===== config.mk =====
export PLATFORM = sky130hd
export DESIGN_NAME = tbp_refill
export DESIGN_NICKNAME = d
export VERILOG_FILES = /design/src/hw/rtl/tbp_pkg.sv /design/src/hw/rtl/tbp_refill.sv
export SDC_FILE = /design/constraint.sdc
export NUM_CORES = 2
export LEC_CHECK = 0
export ABC_CLOCK_PERIOD_IN_PS = 26800
export BUFFER_PORTS_ARGS = -buffer_cell sky130_fd_sc_hd__clkbuf_2
export CAP_MARGIN = 20
export CORE_AREA = 2 2 298 300
export DETAILED_ROUTE_END_ITERATION = 12
export DIE_AREA = 0 0 300 302
export GPL_TIMING_DRIVEN = 0
export HOLD_SLACK_MARGIN = 0.15
export PLACE_DENSITY = 0.9
export SKIP_CTS_REPAIR_TIMING = 1
export SLEW_MARGIN = 20
export SYNTH_ARGS = -nofsm -noshare
export SYNTH_HDL_FRONTEND = slang
export SYNTH_SLANG_ARGS = --single-unit
export TNS_END_PERCENT = 30

===== constraint.sdc =====
create_clock -name clk -period 26.8 [get_ports clk]
set_input_delay 6.7 -clock clk [delete_from_list [all_inputs] [get_ports clk]]
set_output_delay 6.7 -clock clk [all_outputs]
set_load 0.01 [all_outputs]

===== src/hw/rtl/tbp_pkg.sv =====
// ----------------------------------------------------------------------------
// tbp_pkg
// Types, codes and widths of the token bucket policer table.
// ----------------------------------------------------------------------------
package tbp_pkg;

  localparam int KEY_W      = 64;
  localparam int COST_W     = 30;
  localparam int NOW_W      = 48;
  localparam int RATE_W     = 30;
  localparam int TOK_W      = 40;
  localparam int CNT_W      = 64;
  localparam int LIVE_OUT_W = 11;
  localparam int CFG_IDX_W  = 2;
  localparam int CFG_DATA_W = 30;
  localparam int MILLI      = 1000;
  // time delta is multiplied in two slices of this width
  localparam int PART_W     = 20;

  localparam logic [1:0] ACT_ALLOW     = 2'd0;
  localparam logic [1:0] ACT_QUERY     = 2'd1;
  localparam logic [1:0] ACT_CLEAR_ONE = 2'd2;
  localparam logic [1:0] ACT_CLEAR_ALL = 2'd3;

  localparam logic [CFG_IDX_W-1:0] CFG_REFILL_RATE  = 2'd0;
  localparam logic [CFG_IDX_W-1:0] CFG_BURST_TOKENS = 2'd1;

  typedef struct packed {
    logic [1:0]        action;
    logic [KEY_W-1:0]  key_hash;
    logic [COST_W-1:0] cost;
    logic [NOW_W-1:0]  now_ms;
  } tbp_req_t;

  typedef struct packed {
    logic                  granted;
    logic [TOK_W-1:0]      tokens_milli;
    logic [CNT_W-1:0]      allowed_total;
    logic [CNT_W-1:0]      denied_total;
    logic [LIVE_OUT_W-1:0] live_slots;
  } tbp_rsp_t;

  // one table entry as stored in the RAM
  typedef struct packed {
    logic             valid;
    logic [KEY_W-1:0] key;
    logic [TOK_W-1:0] tokens;
    logic [NOW_W-1:0] stamp_ms;
  } tbp_entry_t;

  localparam int ENTRY_W = $bits(tbp_entry_t);

  // stage loads for the refill pipeline
  typedef struct packed {
    logic ld_read;
    logic ld_mul;
    logic ld_fill;
  } tbp_ctl_t;

  // slot state after the touch, before any debit
  typedef struct packed {
    logic             was_valid;
    logic             hit;
    logic [TOK_W-1:0] tokens;
  } tbp_touch_t;

  function automatic logic [TOK_W-1:0] to_milli(input logic [COST_W-1:0] v);
    return TOK_W'(v) * TOK_W'(MILLI);
  endfunction

endpackage


===== src/hw/rtl/tbp_refill.sv =====
// ----------------------------------------------------------------------------
// tbp_refill
// Three-stage touch pipeline: decode the stored entry, multiply the elapsed
// time by the refill rate in two slices, then add and saturate at the burst.
// ----------------------------------------------------------------------------
module tbp_refill import tbp_pkg::*; (
  input  logic              clk,
  input  tbp_ctl_t          ctl,
  input  tbp_entry_t        slot,
  input  logic [KEY_W-1:0]  key_hash,
  input  logic [NOW_W-1:0]  now_ms,
  input  logic [RATE_W-1:0] refill_rate,
  input  logic [TOK_W-1:0]  cap,
  output tbp_touch_t        touch
);

  localparam int PROD_W = PART_W + RATE_W;
  localparam int SUM_W  = 2 * PART_W + RATE_W + 1;

  logic              hit;
  logic              was_valid;
  logic              advance;
  logic              full;
  logic [NOW_W-1:0]  dt;
  logic [TOK_W-1:0]  tokens_old;
  logic [PROD_W-1:0] prod_lo;
  logic [PROD_W-1:0] prod_hi;
  logic              overflow;
  logic [SUM_W-1:0]  sum;
  logic              saturate;
  logic [TOK_W-1:0]  tokens_new;

  always_ff @(posedge clk) begin
    if (ctl.ld_read) begin
      hit        <= slot.valid && (slot.key == key_hash);
      was_valid  <= slot.valid;
      advance    <= now_ms > slot.stamp_ms;
      dt         <= now_ms - slot.stamp_ms;
      tokens_old <= slot.tokens;
      full       <= slot.tokens >= cap;
    end
    if (ctl.ld_mul) begin
      prod_lo  <= PROD_W'(dt[PART_W-1:0]) * PROD_W'(refill_rate);
      prod_hi  <= PROD_W'(dt[2*PART_W-1:PART_W]) * PROD_W'(refill_rate);
      // any delta at or above 2^40 with a nonzero rate overfills the bucket
      overflow <= (|dt[NOW_W-1:2*PART_W]) && (|refill_rate);
    end
    if (ctl.ld_fill) begin
      touch <= '{was_valid: was_valid, hit: hit, tokens: tokens_new};
    end
  end

  always_comb begin
    sum      = SUM_W'(tokens_old) + SUM_W'(prod_lo) + (SUM_W'(prod_hi) << PART_W);
    saturate = full || overflow || (sum > SUM_W'(cap));
    // empty or colliding slot starts full; no refill unless time advanced
    if (!hit) begin
      tokens_new = cap;
    end else if (!advance) begin
      tokens_new = tokens_old;
    end else if (saturate) begin
      tokens_new = cap;
    end else begin
      tokens_new = sum[TOK_W-1:0];
    end
  end

endmodule


# --- After elaboration in Yosys (flattened, before gate mapping) ---
# Index checks and enable logic that the tools add are counted.
totals:
  regBits: 235
op_classes:
  muxes: 3
  n_reduce_logical: 6
  n_mul: 2
  n_addsub: 3
  order_cmp: 3
  n_eq_ne: 1
op_table:
  columns: ["op", "n"]
  rows:
  - ["$mux 40", 3]
  - ["$mul 20x30->50", 2]
  - ["$add 51x70->71", 1]
  - ["$gt 71x40->1", 1]
  - ["$eq 64x64->1", 1]
  - ["$add 40x50->51", 1]
  - ["$gt 48x48->1", 1]
  - ["$sub 48x48->48", 1]
  - ["$ge 40x40->1", 1]
  - ["$reduce_or 30->1", 1]
  - ["$reduce_or 8->1", 1]
  - ["$logic_and 1x1->1", 2]
  - ["$logic_or 1x1->1", 2]

# --- Logic depth before layout (Yosys ltp) ---
depth:
  depth_word: 7
  mapped_depth: 29
  mapped_depth_nobuf: 28

# --- Worst setup path after synthesis ---
# No wires, ideal clock.
synth_timing:
  kind: "input-to-reg"
  from: "input refill_rate[10]"
  to: "register prod_hi[47] (data pin)"
  path_slack_ps: 13346
  n_path_buf: 2
  path_stages: 28
  t_arrival_ps: 13182
  cell_sequence: "clkbuf_1 > and2_1 > fa_1 > fa_1 > inv_1 > fa_1 > inv_1 > fa_1 > inv_1 > fa_1 > inv_1 > fa_1 > inv_1 > fa_1 > inv_1 > ha_1 > clkbuf_1 > and3_1 > nand3_1 > a211oi_1 > o311ai_0 > o211ai_1 > nand4_1 > a21boi_0 > o31ai_1 > a21oi_1 > mux2i_1 > o2111ai_1"
synth_between:
  elab_chain_cells: 1
synth_lines:
  columns: ["element", "line", "text"]
  rows:
  - ["from (decl)", "tbp_refill.sv:12", "input logic [RATE_W-1:0] refill_rate,"]
  - ["$mul 20x30->50", "tbp_refill.sv:44", "prod_hi <= PROD_W'(dt[2*PART_W-1:PART_W]) * PROD_W'(refill_rate);"]
  - ["to (signal assigned)", "tbp_refill.sv:44", null]
  - ["to (decl)", "tbp_refill.sv:27", "logic [PROD_W-1:0] prod_hi;"]
# No other way between the ends.
# A chain may end at the register's enable or synchronous reset.

# --- Worst setup path after layout ---
layout_timing:
  from: "input refill_rate[7]"
  to: "register prod_hi[48] (data pin)"
# The elaborated chain is that of the path after synthesis.

==> parameters.txt <==
Parameter                              Value

Run status
  Result of the run    finished clean

Detailed routing
  Number of iterations in the first detailed-routing pass    8
  Length of routed met2 wiring    88700 um
  Wire length the detailed router placed on met1    68100 um
  Top layer reached by signal wires    met5
  Vias    47562
  Routed wire per std cell    25.1 um
  Detail Route met3 WL    23400 um
  DR DRC count    0
  Vias per cell    6.10
  Number of antenna-violating nets in the routed design    0
  Total wire length    196000 um
  Drt first-iter violations    4755

Floorplanning
  Initial cell density of the core    0.643
  Number of cell rows    109
  Height of the chip    302 um
  Placeable Area    0.0876 mm2
  Die outline area    0.0906 mm2
  Boundary Pins    381
  Die X-Extent    300 um

Critical path
  Critical register-to-register path startpoint    dt[30]
  Capture point of the worst path    prod_hi[48]
  Maximum fanout encountered on the critical timing path    11
  Depth of the worst register-to-register path    25
  Critical path data arrival time    16.03 ns
  Capturing element type of the critical path    flip-flop
  Worst setup startpoint    refill_rate[7]
  Setup slack of the worst register-to-register path    17.07 ns
  Startpoint types    input pin
  Worst EP required    27.15 ns
  Path type of the worst setup path    in2reg
  Capture point of the worst reg-to-reg path    prod_hi[48]

Yosys
  Synth warnings    0
  Most used flip-flop cell after synthesis    sky130_fd_sc_hd__edfxtp_1
  Syn Std Cell Area    0.0563 mm2
  Post-synth cell types    80
  Share of synthesized area occupied by flip-flops and latches    0.125
  Mean instance size in the synthesized netlist    9.09 um2
  Fraction of synthesis flops using an asynchronous set or reset pin    0
  Number of enable flip-flop cells after synthesis    235
  Post-Synthesis Net Count    8085
  Flop and latch count out of synthesis    235
  Gate count of the mapped netlist    6196

CTS
  Sinks on the clock net    235
  Clk_lat worst skew    0.63 ns
  Clock transition at path regs    0.07 ns
  Maximum count of clock buffers along a single path    3
  Buffer cell driving the clock tree root    sky130_fd_sc_hd__clkbuf_16
  CTS H-tree lvls    1
  Clock tree from TritonCTS    yes
  Number of buffers created by CTS    28

Layout
  Layout cell share with drive strength beyond 1    0.0711
  Fillcell total    6954
  Post-layout net count    8498
  Final cell count without fillers    7802
  Area growth from synthesis to layout    7.81%
  Final instance area    0.0607 mm2

Timing
  Max-Slew Margin vs Limit    0.106
  Minimum clock period    15.67 ns
  Total negative slack    0 ns
  Final setup skew    0.0164 ns
  Final clock period utilization by the worst path    0.585
  # setup viols final    0
  Unrepaired setup endpoints after global routing    false
  Peak clock frequency supported by timing    63.8 MHz
  Slew at the pin closest to its max-slew limit    1.34 ns
  Final Hold Violating Endpoints    0
  Final worst hold slack    0.428 ns
  Final Max Tran Viols    0

GRT
  Via count of the first global-routing pass    49170
  Overflow left after global routing    0
  Maximum number of pins on one net before global-route repair    94
  Total Routing Usage GR    0.437
  Initial antenna violation count    17
  First-pass GRT wire length    292000 um

Place
  Detailed placer's ending HPWL    163000 um
  Post-Place Cell Area    0.0598 mm2
  Port buffer count    380
  Instance count after placement with tap cells included    7744
  RePlAce Congestion    1.02

Hold path
  Worst hold path cell count    0
  Classification of the worst-slack hold path    reg2reg

Flow run
  # Max-Cap Violations    0
stage by stage:
step | util | setup WS [ns]
6_report | 0.693 | 11.13
5_1_grt | 0.693 | 10.99
4_1_cts | 0.693 | 11.54
3_5_place_dp | 0.683 | 10.92
3_3_place_gp | 0.682 | 10.89
2_1_floorplan | - | 13.35
area by class of cell:
type / instances / area, um2 / area share
clock buffer: 32 / 716 / 0.0118
tap: 1165 / 1460 / 0.0240
buffer: 289 / 1150 / 0.0189
antenna: 8 / 20.0 / 0.000330
sequential: 235 / 7060 / 0.116
timing repair buffer: 383 / 1990 / 0.0328
multi-input combinational: 4403 / 43400 / 0.714
clock inverter: 18 / 206 / 0.00340
inverter: 1269 / 4760 / 0.0784
metal layers:
metal,vias to the layer above,global-route usage
li1,20314,-
met1,23231,0.521
met2,3139,0.696
met3,858,0.129
met4,20,0.279
met5,-,0
synthesized netlist by cell type (6+ instances only):
library cell,instances,share of area
sky130_fd_sc_hd__inv_1,1269,0.085
sky130_fd_sc_hd__fa_1,1022,0.36
sky130_fd_sc_hd__nand2_1,806,0.054
sky130_fd_sc_hd__and2_1,560,0.062
sky130_fd_sc_hd__ha_1,528,0.12
sky130_fd_sc_hd__clkbuf_1,273,0.018
sky130_fd_sc_hd__edfxtp_1,235,0.13
sky130_fd_sc_hd__a21oi_1,222,0.020
sky130_fd_sc_hd__xnor2_1,131,0.020
sky130_fd_sc_hd__nor2_1,126,0.0084
sky130_fd_sc_hd__o21ai_0,124,0.011
sky130_fd_sc_hd__a21o_1,102,0.014
sky130_fd_sc_hd__nand4_1,98,0.011
sky130_fd_sc_hd__xor2_1,85,0.013
sky130_fd_sc_hd__nand3_1,51,0.0045
sky130_fd_sc_hd__nor3_1,48,0.0043
sky130_fd_sc_hd__nor2b_1,39,0.0043
sky130_fd_sc_hd__a22oi_1,38,0.0051
sky130_fd_sc_hd__o311ai_0,37,0.0058
sky130_fd_sc_hd__nor4_1,33,0.0037
sky130_fd_sc_hd__o21a_1,31,0.0041
sky130_fd_sc_hd__nand2b_1,29,0.0032
sky130_fd_sc_hd__o21bai_1,26,0.0035
sky130_fd_sc_hd__and3_1,24,0.0027
sky130_fd_sc_hd__a211oi_1,20,0.0027
sky130_fd_sc_hd__a21boi_0,14,0.0019
sky130_fd_sc_hd__a31oi_1,14,0.0016
sky130_fd_sc_hd__a221oi_1,12,0.0019
sky130_fd_sc_hd__o211ai_1,12,0.0016
sky130_fd_sc_hd__o31ai_1,11,0.0015
sky130_fd_sc_hd__or3_1,11,0.0012
sky130_fd_sc_hd__o2111ai_1,10,0.0016
sky130_fd_sc_hd__o22ai_1,10,0.0011
sky130_fd_sc_hd__or2_2,9,0.0010
sky130_fd_sc_hd__a211o_1,8,0.0012
sky130_fd_sc_hd__o31a_1,8,0.0012
sky130_fd_sc_hd__a31o_2,7,0.0011
sky130_fd_sc_hd__mux2i_1,7,0.0012
sky130_fd_sc_hd__o221ai_1,7,0.0011
sky130_fd_sc_hd__a221o_1,6,0.0011
sky130_fd_sc_hd__o21ai_1,6,0.00053
cell usage in the layout (no fill, tap or decap), types with 24 or more instances in the layout:
master and count:
sky130_fd_sc_hd__inv_1 1269, sky130_fd_sc_hd__fa_1 1022, sky130_fd_sc_hd__nand2_1 806, sky130_fd_sc_hd__and2_1 560, sky130_fd_sc_hd__ha_1 528, sky130_fd_sc_hd__clkbuf_2 386, sky130_fd_sc_hd__clkbuf_1 270, sky130_fd_sc_hd__edfxtp_1 235
sky130_fd_sc_hd__a21oi_1 222, sky130_fd_sc_hd__xnor2_1 131, sky130_fd_sc_hd__nor2_1 126, sky130_fd_sc_hd__o21ai_0 124, sky130_fd_sc_hd__a21o_1 102, sky130_fd_sc_hd__nand4_1 98, sky130_fd_sc_hd__xor2_1 85, sky130_fd_sc_hd__nand3_1 51
sky130_fd_sc_hd__nor3_1 48, sky130_fd_sc_hd__nor2b_1 39, sky130_fd_sc_hd__a22oi_1 38, sky130_fd_sc_hd__o311ai_0 36, sky130_fd_sc_hd__nor4_1 33, sky130_fd_sc_hd__o21a_1 31, sky130_fd_sc_hd__nand2b_1 29, sky130_fd_sc_hd__clkbuf_16 28
sky130_fd_sc_hd__o21bai_1 26, sky130_fd_sc_hd__and3_1 24
flip-flops by register name, summed over array words and instances (netlist names):
name        flops
prod_hi        50
prod_lo        50
dt             48
touch          42
tokens_old     40
advance         1
full            1
hit             1
overflow        1
was_valid       1
cells by family (layout without fill, tap and decap cells):
family,Yosys count,count (layout),share of synthesized area
AO/OA/AOI/OAI,766,766,0.0897
XOR/XNOR,216,216,0.0336
adder cells (fa/ha/maj),1550,1550,0.481
buffers and inverters,1558,1991,0.105
flip-flops,235,235,0.125
multiplexers,7,7,0.00124
other,0,8,0
AND/OR/NAND/NOR,1864,1864,0.165
how the worst min path moves through the flow:
stage,start,endpoint,slack (ns)
2_1_floorplan,was_valid,touch[41],0.40
3_3_place_gp,was_valid,touch[41],0.41
3_5_place_dp,was_valid,touch[41],0.42
4_1_cts,was_valid,touch[41],0.43
5_1_grt,was_valid,touch[41],0.45
6_report,was_valid,touch[41],0.43
worst max-delay path, stage by stage:
cell,delay (ns)
sky130_fd_sc_hd__clkbuf_2,0.14
sky130_fd_sc_hd__clkbuf_1,0.95
sky130_fd_sc_hd__and2_1,0.28
sky130_fd_sc_hd__fa_1,0.43
sky130_fd_sc_hd__inv_1,0.08
sky130_fd_sc_hd__fa_1,0.48
sky130_fd_sc_hd__fa_1,0.53
sky130_fd_sc_hd__inv_1,0.06
sky130_fd_sc_hd__fa_1,0.57
sky130_fd_sc_hd__fa_1,0.44
sky130_fd_sc_hd__fa_1,0.62
sky130_fd_sc_hd__inv_1,0.09
sky130_fd_sc_hd__fa_1,0.48
sky130_fd_sc_hd__inv_1,0.05
sky130_fd_sc_hd__ha_1,0.38
sky130_fd_sc_hd__nand3_1,0.12
sky130_fd_sc_hd__nor2_1,0.43
sky130_fd_sc_hd__nand3_1,0.22
sky130_fd_sc_hd__a211oi_1,0.85
sky130_fd_sc_hd__o2111ai_1,0.42
sky130_fd_sc_hd__a31o_2,0.34
sky130_fd_sc_hd__o21ai_0,0.53
sky130_fd_sc_hd__nand4_1,0.17
sky130_fd_sc_hd__a21oi_1,0.30
sky130_fd_sc_hd__a311oi_1,0.18
sky130_fd_sc_hd__xnor2_1,0.18
Power is not shown: default switching activity piles up to over one toggle a cycle in this logic, so the estimate is an artifact.
