===== config.mk =====
export PLATFORM = sky130hd
export DESIGN_NAME = tbp_ram
export DESIGN_NICKNAME = d
export VERILOG_FILES = /design/src/hw/rtl/tbp_ram.sv
export SDC_FILE = /design/constraint.sdc
export NUM_CORES = 1
export LEC_CHECK = 0
export BUFFER_PORTS_ARGS = -buffer_cell sky130_fd_sc_hd__buf_4
export CORE_MARGIN = 2
export CORE_UTILIZATION = 45
export CTS_BUF_LIST = sky130_fd_sc_hd__clkbuf_4 sky130_fd_sc_hd__clkbuf_8
export CTS_CLUSTER_SIZE = 14
export DETAILED_ROUTE_END_ITERATION = 8
export PLACE_DENSITY = 0.65
export SLEW_MARGIN = 20
export SYNTH_ARGS = -nofsm -noshare
export SYNTH_HDL_FRONTEND = slang
export SYNTH_SLANG_ARGS = --single-unit

===== constraint.sdc =====
create_clock -name clk -period 2.2 [get_ports clk]
set_input_delay 0.11 -clock clk [delete_from_list [all_inputs] [get_ports clk]]
set_output_delay 0.11 -clock clk [all_outputs]
set_load 0.03 [all_outputs]

===== src/hw/rtl/tbp_ram.sv =====
// ----------------------------------------------------------------------------
// tbp_ram
// Simple dual-port RAM: one write port, one read port with registered data.
// ----------------------------------------------------------------------------
module tbp_ram #(
  parameter int WIDTH = 8,
  parameter int DEPTH = 16
) (
  input  logic                     clk,
  input  logic                     we,
  input  logic [$clog2(DEPTH)-1:0] waddr,
  input  logic [WIDTH-1:0]         wdata,
  input  logic [$clog2(DEPTH)-1:0] raddr,
  output logic [WIDTH-1:0]         rdata
);

  logic [WIDTH-1:0] mem [DEPTH];

  always_ff @(posedge clk) begin
    if (we) begin
      mem[waddr] <= wdata;
    end
    rdata <= mem[raddr];
  end

endmodule


Yosys cells after proc, flatten, opt, wreduce, memory -nomap -nowiden --
Memory sizes are Yosys's and may differ from the RTL's. A register that Yosys moved wholly into a read port is not among the register bits. Index checks and enable logic that the tools add are counted.
Storage, ports and cells: logic and storage cells 3, input bits 18, memory bits (writable) 128, memories kept 1, bits in registers 0
Memories:
- mem | depth 16, width 8, read ports 1, clocked after memory_dff 1, wr ports 1, line 17 | logic [WIDTH-1:0] mem [DEPTH];
Operators by class: muxes and demuxes 2
Operators by type and width (number):
- 1-bit two-way mux | 2

Longest topological paths before layout --
Gate-level depths: netlist of the first run.
depth after elaboration 2, depth in mapped cells 5

Worst setup path before layout of the first run --
Ideal clock, no wire load.
kind input -> register, start input waddr[2], end memory mem[0][0] (enable), arrival time 1.220 ns, path buffers 0, stages 2, slack 0.597 ns, path through or3b_2 nor3_1
RTL lines:
- start: declaration | line 11 | input logic [$clog2(DEPTH)-1:0] waddr,
- end: declaration | line 17
No word-level cell before the write port.

==> summary.txt, run 1 <==
run status: complete, no violations
Worst Hold Class: input pin to flop
largest net degree at the start of global routing: 33
Pwr Density: 863 nW/um^2
Yosys cell types: 19
nets: 307
Yosys top cell by area: edfxtp_1
minimum clock period: 1.34 ns
Sequential Power Share: 0.557
Synth Net Count: 247
IO buf count: 25
endpoints failing hold: 0
Sw Ratio: 0.204
# setup viols final: 0
Clock Skews: 0.00597 ns
FF/Latch Area: 4000 um^2
Setup TNS Final: 0 ns
n_diodes: 0
Post-CTS Setup Bufs: 0
count of state elements after synthesis: 136
Max Clock Freq: 746 MHz
Worst EP required: 2.51 ns
number of I/O pins: 26
initial core utilization: 0.457
post-cts sizing count: 0
total of max-cap violations: 0
Reg clk slew, reported paths: 0.07 ns
Worst slew margin: 0.548
H-tree depth: 4
slowest CP cell: mux4_1
Overflow after GRT: 0
worst hold margin: 0.205 ns
final wirelength: 9.51 mm
clk sinks: 136
DRC violations left: 0
TritonCTS clock tree: built
All-Layer GR Usage: 0.167
Post-Layout Inst Area: 6050 um^2
vias per cell: 5.46
clk buf depth: 2
via count of the first global-routing pass: 2584
Fillers: 872
CTS Buf Count: 17
Die ar.: 12300 um^2
crit path launch type: flop
total core area: 11300 um^2
synth warn: 0
combinational power share: 0.062
clock share of power: 0.381
Routed Antenna Nets: 0
critical path class: flop to flop
global-route wire length before repair: 14.7 mm
period utilization: 0.610
# hold bufs at CTS: 8
crit path cell chain: mux4_1 > a22oi_1 > nand2_1
Crit Path Max Fanout: 1
Pint: 4.16 mW
Synth top area share: 0.747
Die Ht: 111 um
drt initial violations: 140
die width: 111 um
largest cells by area after synthesis: edfxtp_1, mux4_2, mux4_1, dfxtp_1, a22oi_1
share of layout cells above drive strength 1: 0.308
syn avg cell area: 22.5 um^2
via count: 2431
initial antenna violation count: 0
GP Congestion: 0.714
worst slew pin tran: 0.676 ns
Cell Area, Synth: 5150 um^2
RSZ-0062 raised after global routing: false
Area Growth Syn to Fin: 17.5%
post-synthesis cell count: 229
register area share after synthesis: 0.778
Psw: 1.07 mW
placed instance area: 5580 um^2
CP Capture Type: flop
Multi-input gate area: 1060 um^2
hpwl dp: 5.92 mm
Crit path arrival time: 1.65 ns
max-slew violation count: 0
drt wl/cell: 21.4 um
DR pass1 iterations: 4
clk_lat worst skew: 0.42 ns
CP max stage delay: 0.54 ns
leakage power figure: 2.06 nW
Clock Tree Root: clkbuf_8
worst IR drop on VDD: 0.346 mV
Std-Cell Rows: 39
## cells by family (layout without fill, tap and decap cells)
family,after synthesis,in the layout,synth area share
DFF,136,136,0.778
buffers and inverters,10,83,0.0168
AOI/OAI and AO/OA,16,16,0.0233
and+or+nand+nor,35,35,0.0318
muxes,32,32,0.150
## flip-flops by register name (all words and copies together), names as in the netlist
name	count
mem	128
rdata	8
## power groups by stage
stage               Combinational, mW  Sequential (mW)  Clock, mW
finish                          0.322             2.91       1.99
floorplan                       0.147             3.00          0
CTS                             0.327             2.91       2.04
global placement                0.308             2.97          0
global route                    0.348             2.91       2.15
detailed placement              0.315             2.97          0
## path summary, 6_finish.rpt
check / slack (ns) / start / to / depth (start not counted)
worst max-delay path: 0.86 / mem[5][0] / rdata[0] / 3
worst min-delay path: 0.21 / waddr[1] / mem[4][0] / 3
worst max register to register: 0.86 / mem[5][0] / rdata[0] / 3
worst min register to register: 0.67 / mem[14][6] / rdata[6] / 3
## metal layers
metal | part of all wire | vias up | GRT usage
met3 | 0.035 | 9 | 0.0470
li1 | - | 1090 | -
met4 | 0.014 | 0 | 0.0650
met1 | 0.44 | 1281 | 0.211
met2 | 0.51 | 51 | 0.278
met5 | 0 | - | 0
## critical path: cells and delay by family, from the launching register on
family | cells | cell delay, ns
mux | 1 | 0.54
flops | 1 | 0.37
compound gates | 1 | 0.19
simple gates | 1 | 0.11
## cell usage after synthesis
cell	number
nor2_1	13
edfxtp_1	128
buf_6	3
mux4_1	14
buf_4	1
nand3_1	1
nor2b_1	1
clkdlybuf4s25_2	3
nor3_1	4
mux4_2	18
buf_2	3
nand2_1	9
and2_1	1
and2b_1	1
nand3b_1	2
or3b_2	1
nand2b_1	2
dfxtp_1	8
a22oi_1	16
## layout make-up
cell class / count / share of cell area
flip-flops and latches: 136 / 0.662
multi-input cells: 83 / 0.175
repair buffers: 51 / 0.0687
clock buffers: 22 / 0.0490
well taps: 143 / 0.0296
clock inverters: 10 / 0.0163
## metrics by stage
stage | power [mW] | std cells | worst slack [ns] | utilization
floorplan | 3.14 | 229 | 0.597 | -
global placement | 3.27 | 405 | 0.504 | 0.495
detailed placement | 3.28 | 405 | 0.498 | 0.495
CTS | 5.28 | 445 | 0.839 | 0.537
global route | 5.41 | 445 | 0.802 | 0.537
finish | 5.22 | 445 | 0.859 | 0.537
## cells in the final DEF (no fill, tap or decap), drive strengths merged
master and n:
a22oi 16, and2 1, and2b 1, buf 43, bufinv 2, clkbuf 22, clkinv 8, dfxtp 8
dlygate4sd3 8, edfxtp 128, mux4 32, nand2 9, nand2b 2, nand3 1, nand3b 2, nor2 13
nor2b 1, nor3 4, or3b 1
Note: power is estimated with default switching activity, not from simulation.
==> inputs of run 2 (changes only) <==
--- a/config.mk
+++ b/config.mk
@@ -5,13 +5,14 @@
 export SDC_FILE = /design/constraint.sdc
 export NUM_CORES = 1
 export LEC_CHECK = 0
+export ABC_AREA = 1
 export BUFFER_PORTS_ARGS = -buffer_cell sky130_fd_sc_hd__buf_4
 export CORE_MARGIN = 2
 export CORE_UTILIZATION = 45
 export CTS_BUF_LIST = sky130_fd_sc_hd__clkbuf_4 sky130_fd_sc_hd__clkbuf_8
 export CTS_CLUSTER_SIZE = 14
 export DETAILED_ROUTE_END_ITERATION = 8
-export PLACE_DENSITY = 0.65
+export PLACE_DENSITY = 0.64
 export SLEW_MARGIN = 20
 export SYNTH_ARGS = -nofsm -noshare
 export SYNTH_HDL_FRONTEND = slang
==> constraint.sdc (replaced) <==
create_clock -name clk -period 1.4 [get_ports clk]
set_input_delay 0.07 -clock clk [delete_from_list [all_inputs] [get_ports clk]]
set_output_delay 0.07 -clock clk [all_outputs]
set_load 0.03 [all_outputs]
==> run 2 against run 1 <==
Against the previous run: final cell count up 77%; routed wire length up 30%; fmax up 27%; utilization down 0.65 points; register-to-register slack worse by 0.51 ns; worst setup slack worse by 0.51 ns; clock skew up 0.0036 ns; critical path depth up 3; sequential cell count unchanged; area after synthesis up 12%.
==> summary.txt, run 2 <==
run status: complete, no violations (unchanged)
period utilization: 0.753 (was 0.610)
Largest regs: mem x128, rdata x8 (unchanged)
max-slew violation count: 0 (unchanged)
critical path class: flop to flop (unchanged)
Setup TNS Final: 0 ns (unchanged)
CP Capture Type: flop (unchanged)
# setup viols final: 0 (unchanged)
Routed Antenna Nets: 0 (unchanged)
Clock Skews: 0.00961 ns (was 0.00597 ns)
via count of the first global-routing pass: 3746 (was 2584)
TritonCTS clock tree: built (unchanged)
share of layout cells above drive strength 1: 0.130 (was 0.308)
largest cells by area after synthesis: edfxtp_1, nand2_1, nand3_1, inv_1, dfxtp_1 (was edfxtp_1, mux4_2, mux4_1, dfxtp_1, a22oi_1)
ys flop type: edfxtp_1 (unchanged)
number of synthesized flops with an enable pin: 128 (unchanged)
# hold bufs at CTS: 9 (was 8)
Post-synth ARST share: 0 (unchanged)
Synth top area share: 0.667 (was 0.747)
post-synthesis cell count: 551 (was 229)
via count: 3816 (was 2431)
grt peak-use layer: met2 (unchanged)
synth warn: 0 (unchanged)
endpoints failing hold: 0 (unchanged)
Synth top cells by count: nand2_1, edfxtp_1, inv_1, nand3_1, nor2_1 (was edfxtp_1, mux4_2, a22oi_1, mux4_1, nor2_1)
Crit Path Max Fanout: 1 (unchanged)
Pwr Density: 1220 nW/um^2 (was 863 nW/um^2)
drt wl/cell: 15.7 um (was 21.4 um)
minimum clock period: 1.05 ns (was 1.34 ns)
IO buf count: 25 (unchanged)
Yosys cell types: 12 (was 19)
total core area: 12600 um^2 (was 11300 um^2)
Max Clock Freq: 949 MHz (was 746 MHz)
Die Ht: 117 um (was 111 um)
grt met1 use: 0.264 (was 0.211)
Die ar.: 13700 um^2 (was 12300 um^2)
global-route wire length before repair: 19.5 mm (was 14.7 mm)
clk sinks: 136 (unchanged)
Area Growth Syn to Fin: 15.6% (was 17.5%)
CTS Buf Count: 17 (unchanged)
drt initial violations: 311 (was 140)
syn avg cell area: 10.5 um^2 (was 22.5 um^2)
initial core utilization: 0.459 (was 0.457)
max reg flops: 128 (unchanged)
number of I/O pins: 26 (unchanged)
count of state elements after synthesis: 136 (unchanged)
n_diodes: 0 (unchanged)
Worst slew margin: 0.648 (was 0.548)
Worst EP required: 1.72 ns (was 2.51 ns)
post-cts sizing count: 0 (unchanged)
initial antenna violation count: 0 (unchanged)
die width: 117 um (was 111 um)
Crit path arrival time: 1.38 ns (was 1.65 ns)
vias per cell: 4.84 (was 5.46)
hpwl dp: 7.82 mm (was 5.92 mm)
GP Congestion: 0.822 (was 0.714)
Worst Hold Class: input pin to flop (unchanged)
cell with the most instances after synthesis: nand2_1 (was edfxtp_1)
cell count after placement: 748 (was 405)
final non-filler cell total: 789 (was 445)
leakage power figure: 2.89 nW (was 2.06 nW)
Cell Area, Synth: 5770 um^2 (was 5150 um^2)
register area share after synthesis: 0.694 (was 0.778)
final wirelength: 12.4 mm (was 9.51 mm)
clk_lat worst skew: 0.43 ns (was 0.42 ns)
crit path launch type: flop (unchanged)
Post-CTS Setup Bufs: 0 (unchanged)
largest net degree at the start of global routing: 36 (was 33)
H-tree depth: 4 (unchanged)
Synth Net Count: 569 (was 247)
nets: 622 (was 307)
total of max-cap violations: 0 (unchanged)
most common cell after layout, fill and taps aside: nand2_1 (was edfxtp_1)
Clock Tree Root: clkbuf_8 (unchanged)
clk buf depth: 2 (unchanged)
DRC violations left: 0 (unchanged)
Reg clk slew, reported paths: 0.08 ns (was 0.07 ns)
worst IR drop on VDD: 0.517 mV (was 0.346 mV)
Overflow after GRT: 0 (unchanged)
Largest Register: mem (unchanged)
Yosys top cell by area: edfxtp_1 (unchanged)
grt met2 use: 0.301 (was 0.278)
met3 global-route usage: 0.0515 (was 0.0470)
Final Power: 8.11 mW (was 5.22 mW)
most frequent cells in the layout: nand2_1, edfxtp_1, inv_1, nand3_1, buf_4 (was edfxtp_1, buf_4, clkbuf_8, mux4_2, a22oi_1)
Std-Cell Rows: 41 (was 39)
worst slew pin tran: 0.527 ns (was 0.676 ns)
DR pass1 iterations: 5 (was 4)
RSZ-0062 raised after global routing: false (unchanged)
All-Layer GR Usage: 0.196 (was 0.167)
-- run 2: changes by cell type after synthesis, sizes merged, moves of 16 or more --
cell	previous run	this run
nand2	9	173
inv	0	102
nand3	1	97
mux4	32	0
buf	7	24
a22oi	16	0
-- run 2: cell families after synthesis --
kind of cell	share of synthesized area
flops	0.694
simple gates	0.210
buf+inv	0.0952
-- run 2: area by class of cell --
cell class / count / area (um^2)
Timing Repair Buffer: 58 / 495
Clock buffer: 19 / 249
Clock inverter: 13 / 105
Inverter: 102 / 383
Sequential cell: 136 / 4000
Multi-Input combinational cell: 289 / 1210
Tap cell: 172 / 215
Fill cell: 1091 / 5900
-- run 2: critical path, cell delays in order (launching register included) --
cell	delay (ns)
edfxtp_1	0.36
inv_1	0.06
nand2_1	0.04
nand3_1	0.11
nand3_1	0.13
nand3_1	0.19
nand2_1	0.06
-- run 2: where the power goes --
| group | internal [mW] | switching (mW) |
|---|---|---|
| clock network | 1.42 | 1.46 |
| registers | 4.55 | 0.0239 |
| logic | 0.221 | 0.443 |
| total | 6.19 | 1.92 |
-- run 2: through the flow --
| step | area (um^2) | utilization | worst slack (ns) | hold slack (ns) |
|---|---|---|---|---|
| after global routing | 6670 | 0.530 | 0.280 | 0.149 |
| after CTS | 6670 | 0.530 | 0.352 | 0.132 |
| after global placement | 6220 | 0.495 | 0.243 | 0.399 |
| after detailed placement | 6220 | 0.495 | 0.242 | 0.409 |
| after floorplan | 5770 | - | 0.379 | 0.169 |
| final | 6670 | 0.530 | 0.346 | 0.146 |
-- run 2: final timing paths --
check	slack, ns	cells past startpoint	from	endpoint
hold reg to reg	0.70	6	mem[6][4]	rdata[4]
setup / recovery	0.35	6	mem[9][1]	rdata[1]
hold / removal	0.15	5	raddr[1]	rdata[7]
setup reg to reg	0.35	6	mem[9][1]	rdata[1]
-- run 2: layer usage --
layer | part of all wire | vias to the layer above
met4 | 0.024 | 0
met1 | 0.45 | 1796
met3 | 0.063 | 25
li1 | - | 1880
met5 | 0 | -
met2 | 0.46 | 115
==> inputs of run 3 (changes only) <==
--- a/config.mk
+++ b/config.mk
@@ -5,14 +5,14 @@
 export SDC_FILE = /design/constraint.sdc
 export NUM_CORES = 1
 export LEC_CHECK = 0
-export ABC_AREA = 1
+export ABC_AREA = 0
 export BUFFER_PORTS_ARGS = -buffer_cell sky130_fd_sc_hd__buf_4
 export CORE_MARGIN = 2
 export CORE_UTILIZATION = 45
 export CTS_BUF_LIST = sky130_fd_sc_hd__clkbuf_4 sky130_fd_sc_hd__clkbuf_8
 export CTS_CLUSTER_SIZE = 14
 export DETAILED_ROUTE_END_ITERATION = 8
-export PLACE_DENSITY = 0.64
+export PLACE_DENSITY = 0.67
 export SLEW_MARGIN = 20
 export SYNTH_ARGS = -nofsm -noshare
 export SYNTH_HDL_FRONTEND = slang
==> constraint.sdc (replaced) <==
create_clock -name clk -period 0.9 [get_ports clk]
set_input_delay 0.045 -clock clk [delete_from_list [all_inputs] [get_ports clk]]
set_output_delay 0.045 -clock clk [all_outputs]
set_load 0.03 [all_outputs]
==> run 3 against run 2 <==
Against the previous run: the run now ends with setup timing left; utilization increased by 4.7 points; global-route usage fell by 1.9 points; sequential power rose by 56%; non-clock buffer count increased by 4; worst hold slack lost 0.018 ns; critical path type unchanged.
==> summary.txt, run 3 (synthesis results as in run 1) <==
run status: finished with violations (was complete, no violations)
Area Growth Syn to Fin: 26.4% (was 15.6%)
period utilization: 1.39 (was 0.753)
All-Layer GR Usage: 0.177 (was 0.196)
initial antenna violation count: 0 (unchanged)
crit path launch type: flop (unchanged)
most frequent cells in the layout: edfxtp_1, mux4_2, buf_4, clkbuf_8, buf_12 (was nand2_1, edfxtp_1, inv_1, nand3_1, buf_4)
Clock Tree Root: clkbuf_8 (unchanged)
endpoints failing hold: 0 (unchanged)
R2R Setup Slk: -0.35 ns (was 0.35 ns)
Largest Register: mem (unchanged)
TritonCTS clock tree: built (unchanged)
RSZ-0062 raised after global routing: true (was false)
initial core utilization: 0.457 (was 0.459)
cell family with the largest share of critical-path delay: multiplexers (was simple AND/OR/NAND/NOR gates)
clk buf depth: 2 (unchanged)
Crit path arrival time: 1.56 ns (was 1.38 ns)
Final Power: 13.2 mW (was 8.11 mW)
largest net degree at the start of global routing: 20 (was 36)
leakage power figure: 2.13 nW (was 2.89 nW)
critical path class: flop to flop (unchanged)
DRC violations left: 0 (unchanged)
worst slew pin tran: 1.12 ns (was 0.527 ns)
crit path cell chain: mux4_2 > a22oi_2 > nand2_1 (was inv_1 > nand2_1 > nand3_1 > nand3_1 > nand3_1 > nand2_1)
crit path from: mem[3][5] (was mem[9][1])
Reg clk slew, reported paths: 0.08 ns (about the same)
total of max-cap violations: 0 (unchanged)
CTS Buf Count: 17 (unchanged)
failing checks: setup timing
global-route wire length before repair: 15.4 mm (was 19.5 mm)
share of layout cells above drive strength 1: 0.489 (was 0.130)
via count of the first global-routing pass: 2657 (was 3746)
max-slew violation count: 0 (unchanged)
utilization after layout: 0.577 (was 0.530)
number of I/O pins: 26 (unchanged)
CP Capture Type: flop (unchanged)
worst path bufs/invs: 0 (was 1)
Worst Hold Class: input pin to flop (unchanged)
Die ar.: 12300 um^2 (was 13700 um^2)
reg2reg start: mem[3][5] (was mem[9][1])
cell count after placement: 416 (was 748)
worst IR drop on VDD: 1.00 mV (was 0.517 mV)
final non-filler cell total: 456 (was 789)
clk_lat worst skew: 0.43 ns (about the same)
max reg flops: 128 (unchanged)
# setup viols final: 16 (was 0)
vias per cell: 5.43 (was 4.84)
reg2reg end: rdata[5] (was rdata[1])
slowest CP cell: mux4_2 (was edfxtp_1)
Worst EP required: 1.21 ns (was 1.72 ns)
hold-critical path depth: 4 (was 5)
Max Clock Freq: 802 MHz (was 949 MHz)
n_diodes: 0 (unchanged)
Std-Cell Rows: 39 (was 41)
IO buf count: 25 (unchanged)
hpwl dp: 6.35 mm (was 7.82 mm)
nets: 318 (was 622)
CP max stage delay: 0.51 ns (was 0.36 ns)
final wirelength: 10.1 mm (was 12.4 mm)
Largest regs: mem x128, rdata x8 (unchanged)
H-tree depth: 4 (unchanged)
minimum clock period: 1.25 ns (was 1.05 ns)
worst setup path end: rdata[5] (was rdata[1])
Die Ht: 111 um (was 117 um)
Pwr Density: 2030 nW/um^2 (was 1220 nW/um^2)
via count: 2476 (was 3816)
clk sinks: 136 (unchanged)
Overflow after GRT: 0 (unchanged)
total core area: 11300 um^2 (was 12600 um^2)
worst hold margin: 0.129 ns (was 0.146 ns)
GP Congestion: 0.715 (was 0.822)
drt initial violations: 222 (was 311)
Crit Path Max Fanout: 1 (unchanged)
Worst slew margin: 0.255 (was 0.648)
most common cell after layout, fill and taps aside: edfxtp_1 (was nand2_1)
Routed Antenna Nets: 0 (unchanged)
total stage count of the critical path: 3 (was 6)
final worst setup slack: -0.347 ns (was 0.346 ns)
DR pass1 iterations: 5 (unchanged)
cells on worst reg2reg path: 3 (was 6)
Clock Skews: 0.00929 ns (was 0.00961 ns)
die width: 111 um (was 117 um)
drt wl/cell: 22.2 um (was 15.7 um)
-- run 3: changes by cell type in the layout (fill, tap and decap cells not counted), sizes merged, moves of 6 or more --
cell    before  now
nand3       97    1
inv        104    7
a22oi        0   16
clkinv       7    1
nand2      173    9
mux4         0   32
-- run 3: metrics by stage --
step / setup slack, ns / TNS, ns / cell area (um^2)
after global routing: -0.401 / -3.50 / 6510
after floorplan: -0.248 / -15.43 / 5210
final: -0.347 / -2.82 / 6510
after detailed placement: -0.474 / -39.49 / 5910
after CTS: -0.352 / -3.14 / 6480
after global placement: -0.452 / -38.77 / 5910
-- run 3: how the worst min path moves through the flow --
stage | start | end | slack, ns
2_1_floorplan | wdata[0] | mem[0][0] | 0.14
3_5_place_dp | wdata[2] | mem[11][2] | 0.36
6_report | raddr[1] | rdata[4] | 0.13
3_3_place_gp | wdata[7] | mem[7][7] | 0.35
4_1_cts | raddr[1] | rdata[4] | 0.10
5_1_grt | waddr[1] | mem[4][5] | 0.17
-- run 3: area by class of cell --
| class | count | area, um^2 |
|---|---|---|
| multi-input combinational | 83 | 1160 |
| timing repair buffer | 62 | 741 |
| sequential | 136 | 4010 |
| clock inverter | 13 | 158 |
| fill | 813 | 4760 |
| clock buffer | 19 | 262 |
| tap | 143 | 179 |
-- run 3: power breakdown --
group / total [mW] / internal [mW] / switching, mW
clock network: 5.11 / 2.69 / 2.42
registers: 7.13 / 7.08 / 0.0489
logic: 0.988 / 0.478 / 0.510
-- run 3: layer usage --
layer	part of all wire	vias up	track usage
li1	-	1102	-
met1	0.41	1278	0.233
met2	0.50	94	0.298
met3	0.081	2	0.0454
met4	0.0042	0	0.0475
met5	0	-	0
-- run 3: worst min-delay path, delay by kind of cell --
kind                   cells  cell delay (ns)
AOI/OAI and AO/OA          1             0.07
buffers and inverters      1             0.15
muxes                      1             0.19
and+or+nand+nor            1             0.07
-- run 3: repair_timing --
action / 4_1_cts / 5_1_grt
hold endpoints to repair: 128 / 0
buffers inserted: 0 / 0
resized for setup: 22 / 6
setup endpoints to repair: 16 / 16
hold buffers: 8 / 0
pin swaps: 5 / 1
